File: src/rtl/packet_impairment_scheduler_defines.svh
// Assertion macros for the impairment scheduler RTL (used by pis_back).
// Depends on a clock named clk and an active-low reset named rst_n in the using scope.
`ifndef PACKET_IMPAIRMENT_SCHEDULER_DEFINES_SVH
`define PACKET_IMPAIRMENT_SCHEDULER_DEFINES_SVH

// Antecedent implies consequent in the same cycle.
`define PIS_ASSERT_IMP(name, ante, cons, msg) \
    name: assert property (@(posedge clk) disable iff (!rst_n) (ante) |-> (cons)) \
        else $error(msg);

// Antecedent implies consequent in the next cycle.
`define PIS_ASSERT_NXT(name, ante, cons, msg) \
    name: assert property (@(posedge clk) disable iff (!rst_n) (ante) |=> (cons)) \
        else $error(msg);

`endif

File: src/rtl/pis_pkg.sv
// Types, constants and helpers for the packet impairment scheduler.
// No dependencies; used by every module of the block.
`timescale 1ns / 1ps
package pis_pkg;

    localparam logic [29:0] NS_PER_S  = 30'd1000000000;
    localparam logic [19:0] NS_PER_MS = 20'd1000000;
    localparam int          NUM_W     = 47;
    localparam int          DIV_STEPS = NUM_W;

    localparam int FX_DROP     = 0;
    localparam int FX_BURST    = 1;
    localparam int FX_DUP      = 2;
    localparam int FX_DELAY    = 3;
    localparam int FX_JITTER   = 4;
    localparam int FX_THROTTLE = 5;

    typedef enum logic [3:0] {
        REG_LOSS_RATE    = 4'd0,
        REG_BURST_RATE   = 4'd1,
        REG_BURST_LENGTH = 4'd2,
        REG_COPY_EXTRA   = 4'd3,
        REG_COPY_RATE    = 4'd4,
        REG_BASE_DELAY   = 4'd5,
        REG_JITTER       = 4'd6,
        REG_BYTE_RATE    = 4'd7
    } reg_idx_t;

    typedef struct packed {
        logic [16:0] loss_rate;
        logic [16:0] burst_rate;
        logic [15:0] burst_length;
        logic [3:0]  copy_extra;
        logic [16:0] copy_rate;
        logic [15:0] base_delay_ms;
        logic [15:0] jitter_max_ms;
        logic [31:0] byte_rate;
    } cfg_t;

    typedef struct packed {
        logic [15:0] frame_bytes;
        logic [63:0] now_ns;
        logic [15:0] loss_pick;
        logic [15:0] copy_pick;
        logic [15:0] jitter_pick;
    } in_item_t;

    typedef struct packed {
        logic        dropped;
        logic [63:0] release_ns;
        logic        send_now;
        logic [5:0]  effects;
        logic        last;
    } out_item_t;

    typedef struct packed {
        logic        dropped;
        logic [5:0]  effects;
        logic [3:0]  extra;
        logic [15:0] bytes;
        logic [63:0] now;
        logic [63:0] base_rel;
    } job_t;

    typedef enum logic [1:0] {
        F_IDLE,
        F_DLY,
        F_SUM,
        F_PUSH
    } front_state_t;

    typedef enum logic [2:0] {
        B_IDLE,
        B_MUL,
        B_LOAD,
        B_DIV,
        B_COPY,
        B_EMIT
    } back_state_t;

    function automatic logic [63:0] sat_add(input logic [63:0] a, input logic [63:0] b);
        logic [64:0] s;
        begin
            s = {1'b0, a} + {1'b0, b};
            return s[64] ? '1 : s[63:0];
        end
    endfunction

endpackage

File: src/rtl/pis_queue.sv
// Two-entry job queue between the classifier and the scheduler back end.
// Depends on pis_pkg for the job type.
`timescale 1ns / 1ps
module pis_queue (
    input  logic          clk,
    input  logic          rst_n,
    input  logic          in_valid,
    output logic          in_ready,
    input  pis_pkg::job_t in_job,
    output logic          out_valid,
    input  logic          out_ready,
    output pis_pkg::job_t out_job
);
    import pis_pkg::*;

    job_t       mem_reg [2];
    logic       wr_ptr_reg;
    logic       rd_ptr_reg;
    logic [1:0] cnt_reg;
    logic       push;
    logic       pop;

    assign in_ready  = (cnt_reg != 2'd2);
    assign out_valid = (cnt_reg != 2'd0);
    assign out_job   = mem_reg[rd_ptr_reg];
    assign push      = in_valid && in_ready;
    assign pop       = out_valid && out_ready;

    always_ff @(posedge clk or negedge rst_n)
    begin
        if (!rst_n)
        begin
            wr_ptr_reg <= 1'b0;
            rd_ptr_reg <= 1'b0;
            cnt_reg    <= 2'd0;
        end
        else
        begin
            if (push)
                wr_ptr_reg <= ~wr_ptr_reg;
            if (pop)
                rd_ptr_reg <= ~rd_ptr_reg;
            if (push && !pop)
                cnt_reg <= cnt_reg + 2'd1;
            else if (pop && !push)
                cnt_reg <= cnt_reg - 2'd1;
        end
    end

    always_ff @(posedge clk)
    begin
        if (push)
            mem_reg[wr_ptr_reg] <= in_job;
    end

endmodule

File: src/rtl/pis_front.sv
// Front end: accepts packets, decides loss and duplication, computes the base release time.
// Depends on pis_pkg.
`timescale 1ns / 1ps
module pis_front #(
    parameter int MAX_EXTRA_COPIES = 15
) (
    input  logic              clk,
    input  logic              rst_n,
    input  pis_pkg::cfg_t     cfg,
    input  logic              in_valid,
    output logic              in_ready,
    input  pis_pkg::in_item_t in_item,
    output logic              job_valid,
    input  logic              job_ready,
    output pis_pkg::job_t     job
);
    import pis_pkg::*;

    front_state_t st_reg, st_next;
    logic [15:0]  burst_left_reg, burst_left_next;
    job_t         job_reg;
    logic [16:0]  jit_reg;
    logic [36:0]  dly_ns_reg;

    logic        burst_on, cont, start, rnd, lost, dup, accept;
    logic [3:0]  extra;
    logic [5:0]  fx;
    logic [32:0] jit_prod;
    logic [16:0] delay_ms;

    assign accept = in_valid && in_ready;
    assign job    = job_reg;

    always_comb
    begin
        burst_on = (cfg.burst_length != 16'd0);
        cont     = burst_on && (burst_left_reg != 16'd0);
        start    = burst_on && !cont && ({1'b0, in_item.loss_pick} < cfg.burst_rate);
        rnd      = !burst_on && ({1'b0, in_item.loss_pick} < cfg.loss_rate);
        lost     = cont || start || rnd;
        dup      = (cfg.copy_extra != 4'd0) && ({1'b0, in_item.copy_pick} < cfg.copy_rate);
        if ({28'd0, cfg.copy_extra} > MAX_EXTRA_COPIES)
            extra = 4'(MAX_EXTRA_COPIES);
        else
            extra = cfg.copy_extra;
        fx = 6'd0;
        if (lost)
        begin
            fx[FX_DROP]  = 1'b1;
            fx[FX_BURST] = burst_on;
        end
        else
        begin
            fx[FX_DUP]    = dup;
            fx[FX_DELAY]  = (cfg.base_delay_ms != 16'd0);
            fx[FX_JITTER] = (cfg.jitter_max_ms != 16'd0);
        end
        if (!burst_on)
            burst_left_next = 16'd0;
        else if (cont)
            burst_left_next = burst_left_reg - 16'd1;
        else if (start)
            burst_left_next = cfg.burst_length - 16'd1;
        else
            burst_left_next = burst_left_reg;
        jit_prod = 33'(in_item.jitter_pick) * 33'({1'b0, cfg.jitter_max_ms} + 17'd1);
        delay_ms = 17'(cfg.base_delay_ms) + jit_reg;
    end

    always_comb
    begin
        st_next   = st_reg;
        in_ready  = 1'b0;
        job_valid = 1'b0;
        case (st_reg)
            F_IDLE:
            begin
                in_ready = 1'b1;
                if (in_valid)
                    st_next = lost ? F_PUSH : F_DLY;
            end
            F_DLY:
                st_next = F_SUM;
            F_SUM:
                st_next = F_PUSH;
            F_PUSH:
            begin
                job_valid = 1'b1;
                if (job_ready)
                    st_next = F_IDLE;
            end
            default:
                st_next = F_IDLE;
        endcase
    end

    always_ff @(posedge clk or negedge rst_n)
    begin
        if (!rst_n)
        begin
            st_reg         <= F_IDLE;
            burst_left_reg <= 16'd0;
        end
        else
        begin
            st_reg <= st_next;
            if (accept)
                burst_left_reg <= burst_left_next;
        end
    end

    always_ff @(posedge clk)
    begin
        if (accept)
        begin
            job_reg.dropped  <= lost;
            job_reg.effects  <= fx;
            job_reg.extra    <= dup ? extra : 4'd0;
            job_reg.bytes    <= in_item.frame_bytes;
            job_reg.now      <= in_item.now_ns;
            job_reg.base_rel <= 64'd0;
            jit_reg          <= jit_prod[32:16];
        end
        if (st_reg == F_DLY)
            dly_ns_reg <= 37'(delay_ms) * 37'(NS_PER_MS);
        if (st_reg == F_SUM)
            job_reg.base_rel <= sat_add(job_reg.now, 64'(dly_ns_reg));
    end

endmodule

File: src/rtl/pis_back.sv
// Back end: transmit-time divider, per-copy throttle scheduling and result output register.
// Depends on pis_pkg and the assertion macro header.
`timescale 1ns / 1ps
module pis_back #(
    parameter int MAX_EXTRA_COPIES = 15
) (
    input  logic               clk,
    input  logic               rst_n,
    input  pis_pkg::cfg_t      cfg,
    input  logic               nf_clear,
    input  logic               job_valid,
    output logic               job_ready,
    input  pis_pkg::job_t      job,
    output logic               out_valid,
    input  logic               out_ready,
    output pis_pkg::out_item_t out_item
);
    import pis_pkg::*;
    `include "packet_impairment_scheduler_defines.svh"

    localparam int DEPTH = ((MAX_EXTRA_COPIES < 15) ? MAX_EXTRA_COPIES : 15) + 1;
    localparam int IDX_W = $clog2(DEPTH);
    localparam int STP_W = $clog2(DIV_STEPS);

    back_state_t      st_reg, st_next;
    job_t             job_reg;
    logic [63:0]      nf_reg;
    logic [63:0]      tr_reg;
    logic             held_reg;
    logic             div_used_reg;
    logic [45:0]      prod_reg;
    logic [NUM_W-1:0] quo_reg;
    logic [31:0]      rem_reg;
    logic [STP_W-1:0] step_reg;
    logic [IDX_W-1:0] idx_reg;
    logic [63:0]      buf_mem [DEPTH];
    logic             out_valid_reg;
    out_item_t        out_reg;

    logic        thr, pop, emit_go, idx_last, hold_back;
    logic [32:0] div_t;
    logic        div_ge;
    logic [63:0] tx, r_copy, tr_after;

    assign thr       = (cfg.byte_rate != 32'd0);
    assign pop       = job_valid && job_ready;
    assign out_valid = out_valid_reg;
    assign out_item  = out_reg;
    assign idx_last  = (4'(idx_reg) == job_reg.extra);

    always_comb
    begin
        div_t     = {rem_reg, quo_reg[NUM_W-1]};
        div_ge    = (div_t >= {1'b0, cfg.byte_rate});
        if (!div_used_reg)
            tx = 64'd0;
        else if (quo_reg == '0)
            tx = 64'd1;
        else
            tx = 64'(quo_reg);
        hold_back = thr && (tr_reg > job_reg.base_rel);
        r_copy    = hold_back ? tr_reg : job_reg.base_rel;
        tr_after  = sat_add(r_copy, tx);
    end

    always_comb
    begin
        st_next   = st_reg;
        job_ready = 1'b0;
        emit_go   = 1'b0;
        case (st_reg)
            B_IDLE:
            begin
                job_ready = 1'b1;
                if (job_valid)
                begin
                    if (job.dropped)
                        st_next = B_EMIT;
                    else if (thr && job.bytes != 16'd0)
                        st_next = B_MUL;
                    else
                        st_next = B_COPY;
                end
            end
            B_MUL:
                st_next = B_LOAD;
            B_LOAD:
                st_next = B_DIV;
            B_DIV:
                if (step_reg == STP_W'(DIV_STEPS - 1))
                    st_next = B_COPY;
            B_COPY:
                if (idx_last)
                    st_next = B_EMIT;
            B_EMIT:
            begin
                emit_go = !out_valid_reg || out_ready;
                if (emit_go && (job_reg.dropped || idx_last))
                    st_next = B_IDLE;
            end
            default:
                st_next = B_IDLE;
        endcase
    end

    always_ff @(posedge clk or negedge rst_n)
    begin
        if (!rst_n)
        begin
            st_reg        <= B_IDLE;
            nf_reg        <= 64'd0;
            out_valid_reg <= 1'b0;
            idx_reg       <= '0;
        end
        else
        begin
            st_reg <= st_next;
            if (nf_clear)
                nf_reg <= 64'd0;
            else if (st_reg == B_COPY && idx_last && thr)
                nf_reg <= tr_after;
            if (emit_go)
                out_valid_reg <= 1'b1;
            else if (out_ready)
                out_valid_reg <= 1'b0;
            // advance the copy index through compute, then again through output
            if (pop)
                idx_reg <= '0;
            else if (st_reg == B_COPY)
                idx_reg <= idx_last ? '0 : idx_reg + 1'b1;
            else if (emit_go)
                idx_reg <= idx_reg + 1'b1;
        end
    end

    always_ff @(posedge clk)
    begin
        if (pop)
        begin
            job_reg      <= job;
            tr_reg       <= (nf_reg < job.now) ? job.now : nf_reg;
            held_reg     <= 1'b0;
            div_used_reg <= thr && (job.bytes != 16'd0);
        end
        if (st_reg == B_MUL)
            prod_reg <= 46'(job_reg.bytes) * 46'(NS_PER_S);
        if (st_reg == B_LOAD)
        begin
            quo_reg  <= NUM_W'(prod_reg) + NUM_W'(cfg.byte_rate) - NUM_W'(1);
            rem_reg  <= 32'd0;
            step_reg <= '0;
        end
        if (st_reg == B_DIV)
        begin
            rem_reg  <= div_ge ? 32'(div_t - {1'b0, cfg.byte_rate}) : div_t[31:0];
            quo_reg  <= {quo_reg[NUM_W-2:0], div_ge};
            step_reg <= step_reg + 1'b1;
        end
        if (st_reg == B_COPY)
        begin
            buf_mem[idx_reg] <= r_copy;
            tr_reg           <= tr_after;
            held_reg         <= held_reg || hold_back;
        end
        if (emit_go)
        begin
            out_reg.dropped    <= job_reg.dropped;
            out_reg.release_ns <= job_reg.dropped ? 64'd0 : buf_mem[idx_reg];
            out_reg.send_now   <= !job_reg.dropped && (buf_mem[idx_reg] <= job_reg.now);
            out_reg.effects    <= job_reg.effects | {held_reg && thr, 5'd0};
            out_reg.last       <= job_reg.dropped || idx_last;
        end
    end

    `PIS_ASSERT_IMP(a_drop_single, out_valid && out_item.dropped, out_item.last && out_item.release_ns == 64'd0, "dropped result must be single and carry no time")
    `PIS_ASSERT_IMP(a_div_rate, st_reg == B_DIV, cfg.byte_rate != 32'd0, "divider running with zero rate")
    `PIS_ASSERT_NXT(a_copy_flow, st_reg == B_COPY, st_reg == B_COPY || st_reg == B_EMIT, "copy phase left early")

endmodule

File: src/rtl/packet_impairment_scheduler.sv
// Top level of the packet impairment scheduler: configuration registers and the front/back split.
// Depends on pis_pkg, pis_front, pis_queue and pis_back.
`timescale 1ns / 1ps
// Each accepted packet word produces one result word when it is lost (random or burst loss),
// otherwise one to MAX_EXTRA_COPIES+1 result words (at most 16), each with the release time
// of one copy; every result carries the full effect set and the final one has last set.
// The front end passes a lost packet from idle straight to its push state and any other
// through the delay and sum states, and hands it to a two-entry queue. The back end takes a
// job, and when the throttle is on and the frame has bytes it runs a multiply and a load
// state and then a radix-2 restoring divider of 47 steps for the transmit time. It then
// schedules the copies for the throttle and passes them one by one through the output
// register. The back end takes the next job only after the last result of the current one
// has gone to the output register. Configuration is written with cfg_we/cfg_index/cfg_data;
// the user must do so only while idle, which the block does not enforce; writing a new
// byte_rate value clears the throttle's next-free time.
module packet_impairment_scheduler #(
    parameter int MAX_EXTRA_COPIES = 15
) (
    input  logic               clk,
    input  logic               rst_n,
    input  logic               in_valid,
    output logic               in_ready,
    input  pis_pkg::in_item_t  in_item,
    output logic               out_valid,
    input  logic               out_ready,
    output pis_pkg::out_item_t out_item,
    input  logic               cfg_we,
    input  logic [3:0]         cfg_index,
    input  logic [31:0]        cfg_data
);
    import pis_pkg::*;

    cfg_t cfg_reg;
    logic nf_clear;
    logic fq_valid, fq_ready;
    job_t fq_job;
    logic qb_valid, qb_ready;
    job_t qb_job;

    // clear throttle time only on a real change of byte rate
    assign nf_clear = cfg_we && (cfg_index == REG_BYTE_RATE) && (cfg_data != cfg_reg.byte_rate);

    always_ff @(posedge clk or negedge rst_n)
    begin
        if (!rst_n)
            cfg_reg <= '0;
        else if (cfg_we)
        begin
            case (cfg_index)
                REG_LOSS_RATE:    cfg_reg.loss_rate     <= cfg_data[16:0];
                REG_BURST_RATE:   cfg_reg.burst_rate    <= cfg_data[16:0];
                REG_BURST_LENGTH: cfg_reg.burst_length  <= cfg_data[15:0];
                REG_COPY_EXTRA:   cfg_reg.copy_extra    <= cfg_data[3:0];
                REG_COPY_RATE:    cfg_reg.copy_rate     <= cfg_data[16:0];
                REG_BASE_DELAY:   cfg_reg.base_delay_ms <= cfg_data[15:0];
                REG_JITTER:       cfg_reg.jitter_max_ms <= cfg_data[15:0];
                REG_BYTE_RATE:    cfg_reg.byte_rate     <= cfg_data;
                default:          cfg_reg <= cfg_reg;
            endcase
        end
    end

    // classify and time-stamp the packet
    pis_front #(.MAX_EXTRA_COPIES(MAX_EXTRA_COPIES)) u_front (
        .clk       (clk),
        .rst_n     (rst_n),
        .cfg       (cfg_reg),
        .in_valid  (in_valid),
        .in_ready  (in_ready),
        .in_item   (in_item),
        .job_valid (fq_valid),
        .job_ready (fq_ready),
        .job       (fq_job)
    );

    // decouple classification from scheduling
    pis_queue u_queue (
        .clk       (clk),
        .rst_n     (rst_n),
        .in_valid  (fq_valid),
        .in_ready  (fq_ready),
        .in_job    (fq_job),
        .out_valid (qb_valid),
        .out_ready (qb_ready),
        .out_job   (qb_job)
    );

    // divide, throttle and emit the copies
    pis_back #(.MAX_EXTRA_COPIES(MAX_EXTRA_COPIES)) u_back (
        .clk       (clk),
        .rst_n     (rst_n),
        .cfg       (cfg_reg),
        .nf_clear  (nf_clear),
        .job_valid (qb_valid),
        .job_ready (qb_ready),
        .job       (qb_job),
        .out_valid (out_valid),
        .out_ready (out_ready),
        .out_item  (out_item)
    );

endmodule
File: config.mk
export PLATFORM = sky130hd
export DESIGN_NAME = packet_impairment_scheduler
export DESIGN_NICKNAME = d
export VERILOG_FILES = /design/src/rtl/pis_pkg.sv /design/src/rtl/pis_queue.sv /design/src/rtl/pis_front.sv /design/src/rtl/pis_back.sv /design/src/rtl/packet_impairment_scheduler.sv
export VERILOG_INCLUDE_DIRS = /design/src /design/src/rtl
export SDC_FILE = /design/constraint.sdc
export NUM_CORES = 2
export LEC_CHECK = 0
export BUFFER_PORTS_ARGS = -buffer_cell sky130_fd_sc_hd__buf_4
export CAP_MARGIN = 5
export CELL_PAD_IN_SITES_DETAIL_PLACEMENT = 0
export CELL_PAD_IN_SITES_GLOBAL_PLACEMENT = 1
export CORE_MARGIN = 1.5
export CORE_UTILIZATION = 30
export DETAILED_ROUTE_END_ITERATION = 10
export GPL_TIMING_DRIVEN = 0
export PLACE_DENSITY = 0.47
export SKIP_CTS_REPAIR_TIMING = 1
export SYNTH_ARGS = -nofsm -noshare
export SYNTH_HDL_FRONTEND = slang
export SYNTH_SLANG_ARGS = --single-unit
File: constraint.sdc
create_clock -name clk -period 10.15 [get_ports clk]
set_input_delay 1.015 -clock clk [delete_from_list [all_inputs] [get_ports clk]]
set_output_delay 1.015 -clock clk [all_outputs]
set_load 0.01 [all_outputs]
Yosys cells after proc, flatten, opt, wreduce, memory -nomap -nowiden
Memory sizes are Yosys's and may differ from the RTL's.
Index checks and enable logic that the tools add are counted.

operators by class
  $add $sub $neg = 13
  bitwise logic cells = 3
  multipliers = 3
  equal/unequal tests = 26
  order comparisons = 7
  muxes and demuxes = 52
  reductions and logical operators = 60

operator list
  kind                                                 number
  two-way mux 64 bit                                   10
  two-way mux 47 bit                                   4
  two-way mux 32 bit                                   3
  nonzero test 16 bit                                  5
  adder 64 x 37 -> 65 bit                              1
  adder 64 x 47 -> 65 bit                              1
  > comparator 64 bit                                  1
  less-or-equal comparator 64 bit                      1
  < comparator 64 bit                                  1
  < comparator 16 x 17 -> 1 bit                        3
  two-way mux 16 bit                                   3
  adder 46 x 32 -> 47 bit                              1
  zero test 47 bit                                     1
  subtractor 47 x 1 -> 47 bit, second input constant   1
  multiplier 16 x 21 -> 37 bit, second input constant  1
  greater-or-equal comparator 33 x 32 -> 1 bit         1
  multiplier 16 x 33 -> 33 bit                         1
  inequality test 32 bit                               1
  nonzero test 32 bit                                  1
  subtractor 16 x 1 -> 16 bit, second input constant   2
  subtractor 32 bit                                    1
  multiplier 17 x 14 -> 31 bit, second input constant  1
  AND reduction 2 bit                                  10
  logical AND 1 bit                                    19
  37 further kinds                                     90

word-level totals
  bits of input ports = 169
  memories = 2
  memory bits (writable) = 1332
  bits in registers = 847
  logic and storage cells = 211
  output and inout bits = 75

memories
  name             words  width  read ports  clocked after memory_dff  write ports  RTL line         RTL
  u_back.buf_mem   16     64     1           0                         1            pis_back.sv:36   logic [63:0] buf_mem [DEPTH];
  u_queue.mem_reg  2      154    1           0                         1            pis_queue.sv:16  job_t mem_reg [2];

Logic depth before layout (Yosys ltp)
  depth after elaboration = 10
  gate-level depth with buffers = 31
  mapped depth without buffers = 31

By module
Synthesis repeated with hierarchy kept, for this count alone.

unflattened totals
  cells, all modules = 8622
  area total of the unflattened synthesis = 118073.2 um^2

by module, submodules not included
  module                       area an instance (um^2)  cells an instance  sequential area each (um^2)  times used
  pis_back                     76811.2                  5354               45043.2                      1
  pis_front                    24347.1                  2429               6486.2                       1
  pis_queue                    11433.5                  500                9409.0                       1
  packet_impairment_scheduler  5481.5                   339                3378.2                       1

Worst setup path before layout
OpenSTA, ideal clock, no wires.

  kind = register to register
  start = reg u_front.st_reg[1]
  end = mem u_queue.mem_reg[0][0] (netlist bit), enable pin
  data required time = 9483 ps
  cell stages (with the launch flop) = 4
  setup time = 667 ps
  arrival time = 7016 ps
  period minus slack after synthesis = 7683 ps
  path slack = 2467 ps
  path buffers = 0
  cell sequence = dfrtp_1 -> ha_1 -> nand2_1 -> nor2_1

on the way
  cells in the longest elaborated chain, start to end = 5

RTL lines
  element                                  RTL line          RTL
  from (decl)                              pis_front.sv:19   front_state_t st_reg, st_next;
  from (signal assigned)                   pis_front.sv:106  st_reg <= st_next;
  equality test 2 bit                      pis_front.sv:75   case (st_reg)
  two-way mux 1 bit                        pis_front.sv:75
  logical AND 1 bit                        pis_queue.sv:26   assign push = in_valid && in_ready;
  two-way mux 1 bit                        pis_queue.sv:52   if (push)
  two-way mux 1 bit (implied by the code)  pis_queue.sv:53   mem_reg[wr_ptr_reg] <= in_job;
  to (decl)                                pis_queue.sv:16

No other way between the ends.

Worst setup path after layout
  start = reg u_back.job_reg[54] (netlist bit)
  end = reg u_back.tr_reg[39], data pin

on the way
  cells in the longest elaborated chain, start to end = 6

RTL lines
  element                  RTL line         RTL
  from (decl)              pis_back.sv:26   job_t job_reg;
  from (signal assigned)   pis_back.sv:140  job_reg <= job;
  > comparator 64 bit      pis_back.sv:61   hold_back = thr && (tr_reg > job_reg.base_rel);
  logical AND 1 bit        pis_back.sv:61
  two-way mux 64 bit       pis_back.sv:62   r_copy = hold_back ? tr_reg : job_reg.base_rel;
  net u_back.r_copy[21]    pis_back.sv:43   logic [63:0] tx, r_copy, tr_after;
  adder 64 x 47 -> 65 bit  pis_pkg.sv:84    s = {1'b0, a} + {1'b0, b};
  two-way mux 64 bit       pis_pkg.sv:85    return s[64] ? '1 : s[63:0];
  two-way mux 64 bit       pis_back.sv:159  if (st_reg == B_COPY)
  to (signal assigned)     pis_back.sv:141  tr_reg <= (nf_reg < job.now) ? job.now : nf_reg;
  to (signal assigned)     pis_back.sv:162  tr_reg <= tr_after;
  to (decl)                pis_back.sv:28   logic [63:0] tr_reg;

The timed path passes the listed nets, and every way through them passes these cells.
A chain may end at the register's enable or synchronous reset.

==> out/qor.txt <==
Max FFs per register: 1024
Yosys top cell area share: 49.8%
Number of enable flip-flop cells after synthesis: 1944
Die area: 395000 um^2
Count leader, synth: edfxtp_1
Final Hold Viols: 0
Dominant cell type by area after synthesis: edfxtp_1
Non-Filler Instances: 14700
Synth Area in Adders: 15.4%
Sequential cell area: 64100 um^2
Synth-to-Final Area Change: 17.3%
Slowest CP cell: nor4_1
Syn_area_per_cell: 13.6 um^2
Root buffer cell: clkbuf_16
Final hold slack: 83.0 ps
DR vias: 71900
Yosys warning count: 0
Num CTS Buffers: 271
Worst EP arrival: 10410 ps
Final WL: 383000 um
Critical Path RT: 10830 ps
Fmax: 103 MHz
Row cnt: 229
Outcome: complete, but fails checks
# clock sinks: 2173
Worst-Skew Late Latency: 940 ps
Top Ports: 244
H-Tree Depth: 5
Synth top area cells: edfxtp_1 (50%), ha_1 (8.6%), fa_1 (6.8%)
First-pass GRT wire length: 549000 um
Library cells used by synthesis: 84
Failing checks: DRC
Initial antenna violation count: 57
Mapped Cells: 8640
Final period util: 95.9%
Worst setup margin: 415 ps
Crit path capture type: flop
Synth Register Bits: 2173
Tightest Hold Check Type: in -> async
Die X: 628 um
HPWL Detailed: 297000 um
Fraction of layout cells with a size suffix above 1: 15.7%
Vias in the first global route: 75500
Initial Util: 30.1%
Final setup fails: 0
Place WS: -1550 ps
Cell area after synthesis: 117000 um^2
Grt ovf: 0
Vias/cell: 4.89
Crit-path leading delay family: simple AND/OR/NAND/NOR gates
Synthesized net count: 10000
Synth Area in Compound Gates: 6.68%
CTS tree: built
Crit path buffers/inverters: 8
Worst Skew: 94.9 ps
Fill cell count: 38200
Tmin final: 9740 ps
Final Slew Violations: 0
CP Class: reg -> reg
Clock tree buffer depth: 4
Port Buffers: 224
Ys async rst share: 10.5%
Critical Path Start Type: flop
Critical Path Fanout Max: 26
Die Y: 628 um
Nets@finish: 10700
Max-cap violations: 0
Final GP Congestion: 0.884
Drt pass-1 iters: 9
DRC viols: 30
Dpl cells: 14200
Crit-path max cell delay: 600 ps
Antenna viol nets, final: 0
Ys flop type: edfxtp_1
Sequential-to-total area share from yosys stat: 54.7%
Clk pin slew, worst setup/hold paths: 60 ps
Worst Tran Pin Value: 1400 ps
Most instantiated cells after synthesis: edfxtp_1 (1944), inv_1 (951), ha_1 (808), nand2_1 (506), fa_1 (397)
1st-iter DRT viols: 4869
Multi-input logic area: 48800 um^2
Worst slew margin: 5.81%
Combinational family with the most area after synthesis: adder cells
Mux cell area share after synthesis: 9.43%
RSZ-0062 raised after global routing: no
Post-Synth XOR/XNOR Area: 2.52%
Wirelength per Cell: 26.0 um
Gr usage total: 19.2%
Synth Area in Simple Gates: 7.23%
Largest net degree at the start of global routing: 90
Core ar.: 389000 um^2
## cell families (layout without fill, tap and decap cells)
logic type | count (synthesis) | count (layout)
mux | 671 | 671
fa+ha+maj | 1205 | 1205
other cells | 0 | 14
compound gates | 1277 | 1277
xor+xnor | 337 | 337
buf+inv | 1254 | 2119
simple gates | 1723 | 1723
flops | 2173 | 2173
## cells in the final DEF, fill, tap and decap left out, types with 123 or more instances in the layout
| cell | instances |
|---|---|
| clkbuf_16 | 276 |
| o21ai_0 | 307 |
| a21oi_1 | 382 |
| edfxtp_1 | 1944 |
| fa_1 | 397 |
| dfrtp_1 | 229 |
| xnor2_1 | 218 |
| inv_1 | 949 |
| and2_1 | 178 |
| nor2b_1 | 123 |
| mux4_2 | 320 |
| clkbuf_1 | 289 |
| nand2_1 | 504 |
| buf_4 | 235 |
| mux2_2 | 263 |
| a21o_1 | 186 |
| ha_1 | 807 |
| nor2_1 | 345 |
## per-stage QoR
stage	cell area, um^2	util (%)	TNS, ps
floorplan	117000	-	0
global placement	125000	32.2	-2444220
detailed placement	129000	33.1	-157130
CTS	137000	35.3	-169180
global route	137000	35.3	0
finish	137000	35.3	0
## layer usage
metal	track usage [%]	wire [um]
met1	25.8	170000
met2	32.5	185000
met3	2.40	17200
met4	5.37	11400
met5	0	194
## final timing paths
path                               startpoint                     end  slack (ps)  depth (start not counted)
min in group clk                 in_item[109]        u_front.job[125]         250                          1
max in group asynchronous               rst_n       u_back.nf_reg[60]        9000                          2
min reg2reg                   u_front.job[36]  u_queue.mem_reg[0][36]         380                          0
max reg2reg                u_back.job_reg[54]       u_back.tr_reg[39]         410                         28
min                                     rst_n             cfg_reg[20]          80                          1
max                        u_back.job_reg[54]       u_back.tr_reg[39]         410                         28
## cell type report
cell class                      count  share of cell area, %
Antenna cell                       14                 0.0255
Buffer                            300                  0.865
Clock buffer                      333                   5.22
Clock inverter                    150                   1.07
Inverter                          952                   2.61
Multi-Input combinational cell   5213                   35.5
Sequential cell                  2173                   46.6
Tap cell                         5197                   4.73
Timing Repair Buffer              384                   3.37
Power is not shown: default switching activity piles up to over one toggle a cycle in this logic, so the estimate is an artifact.
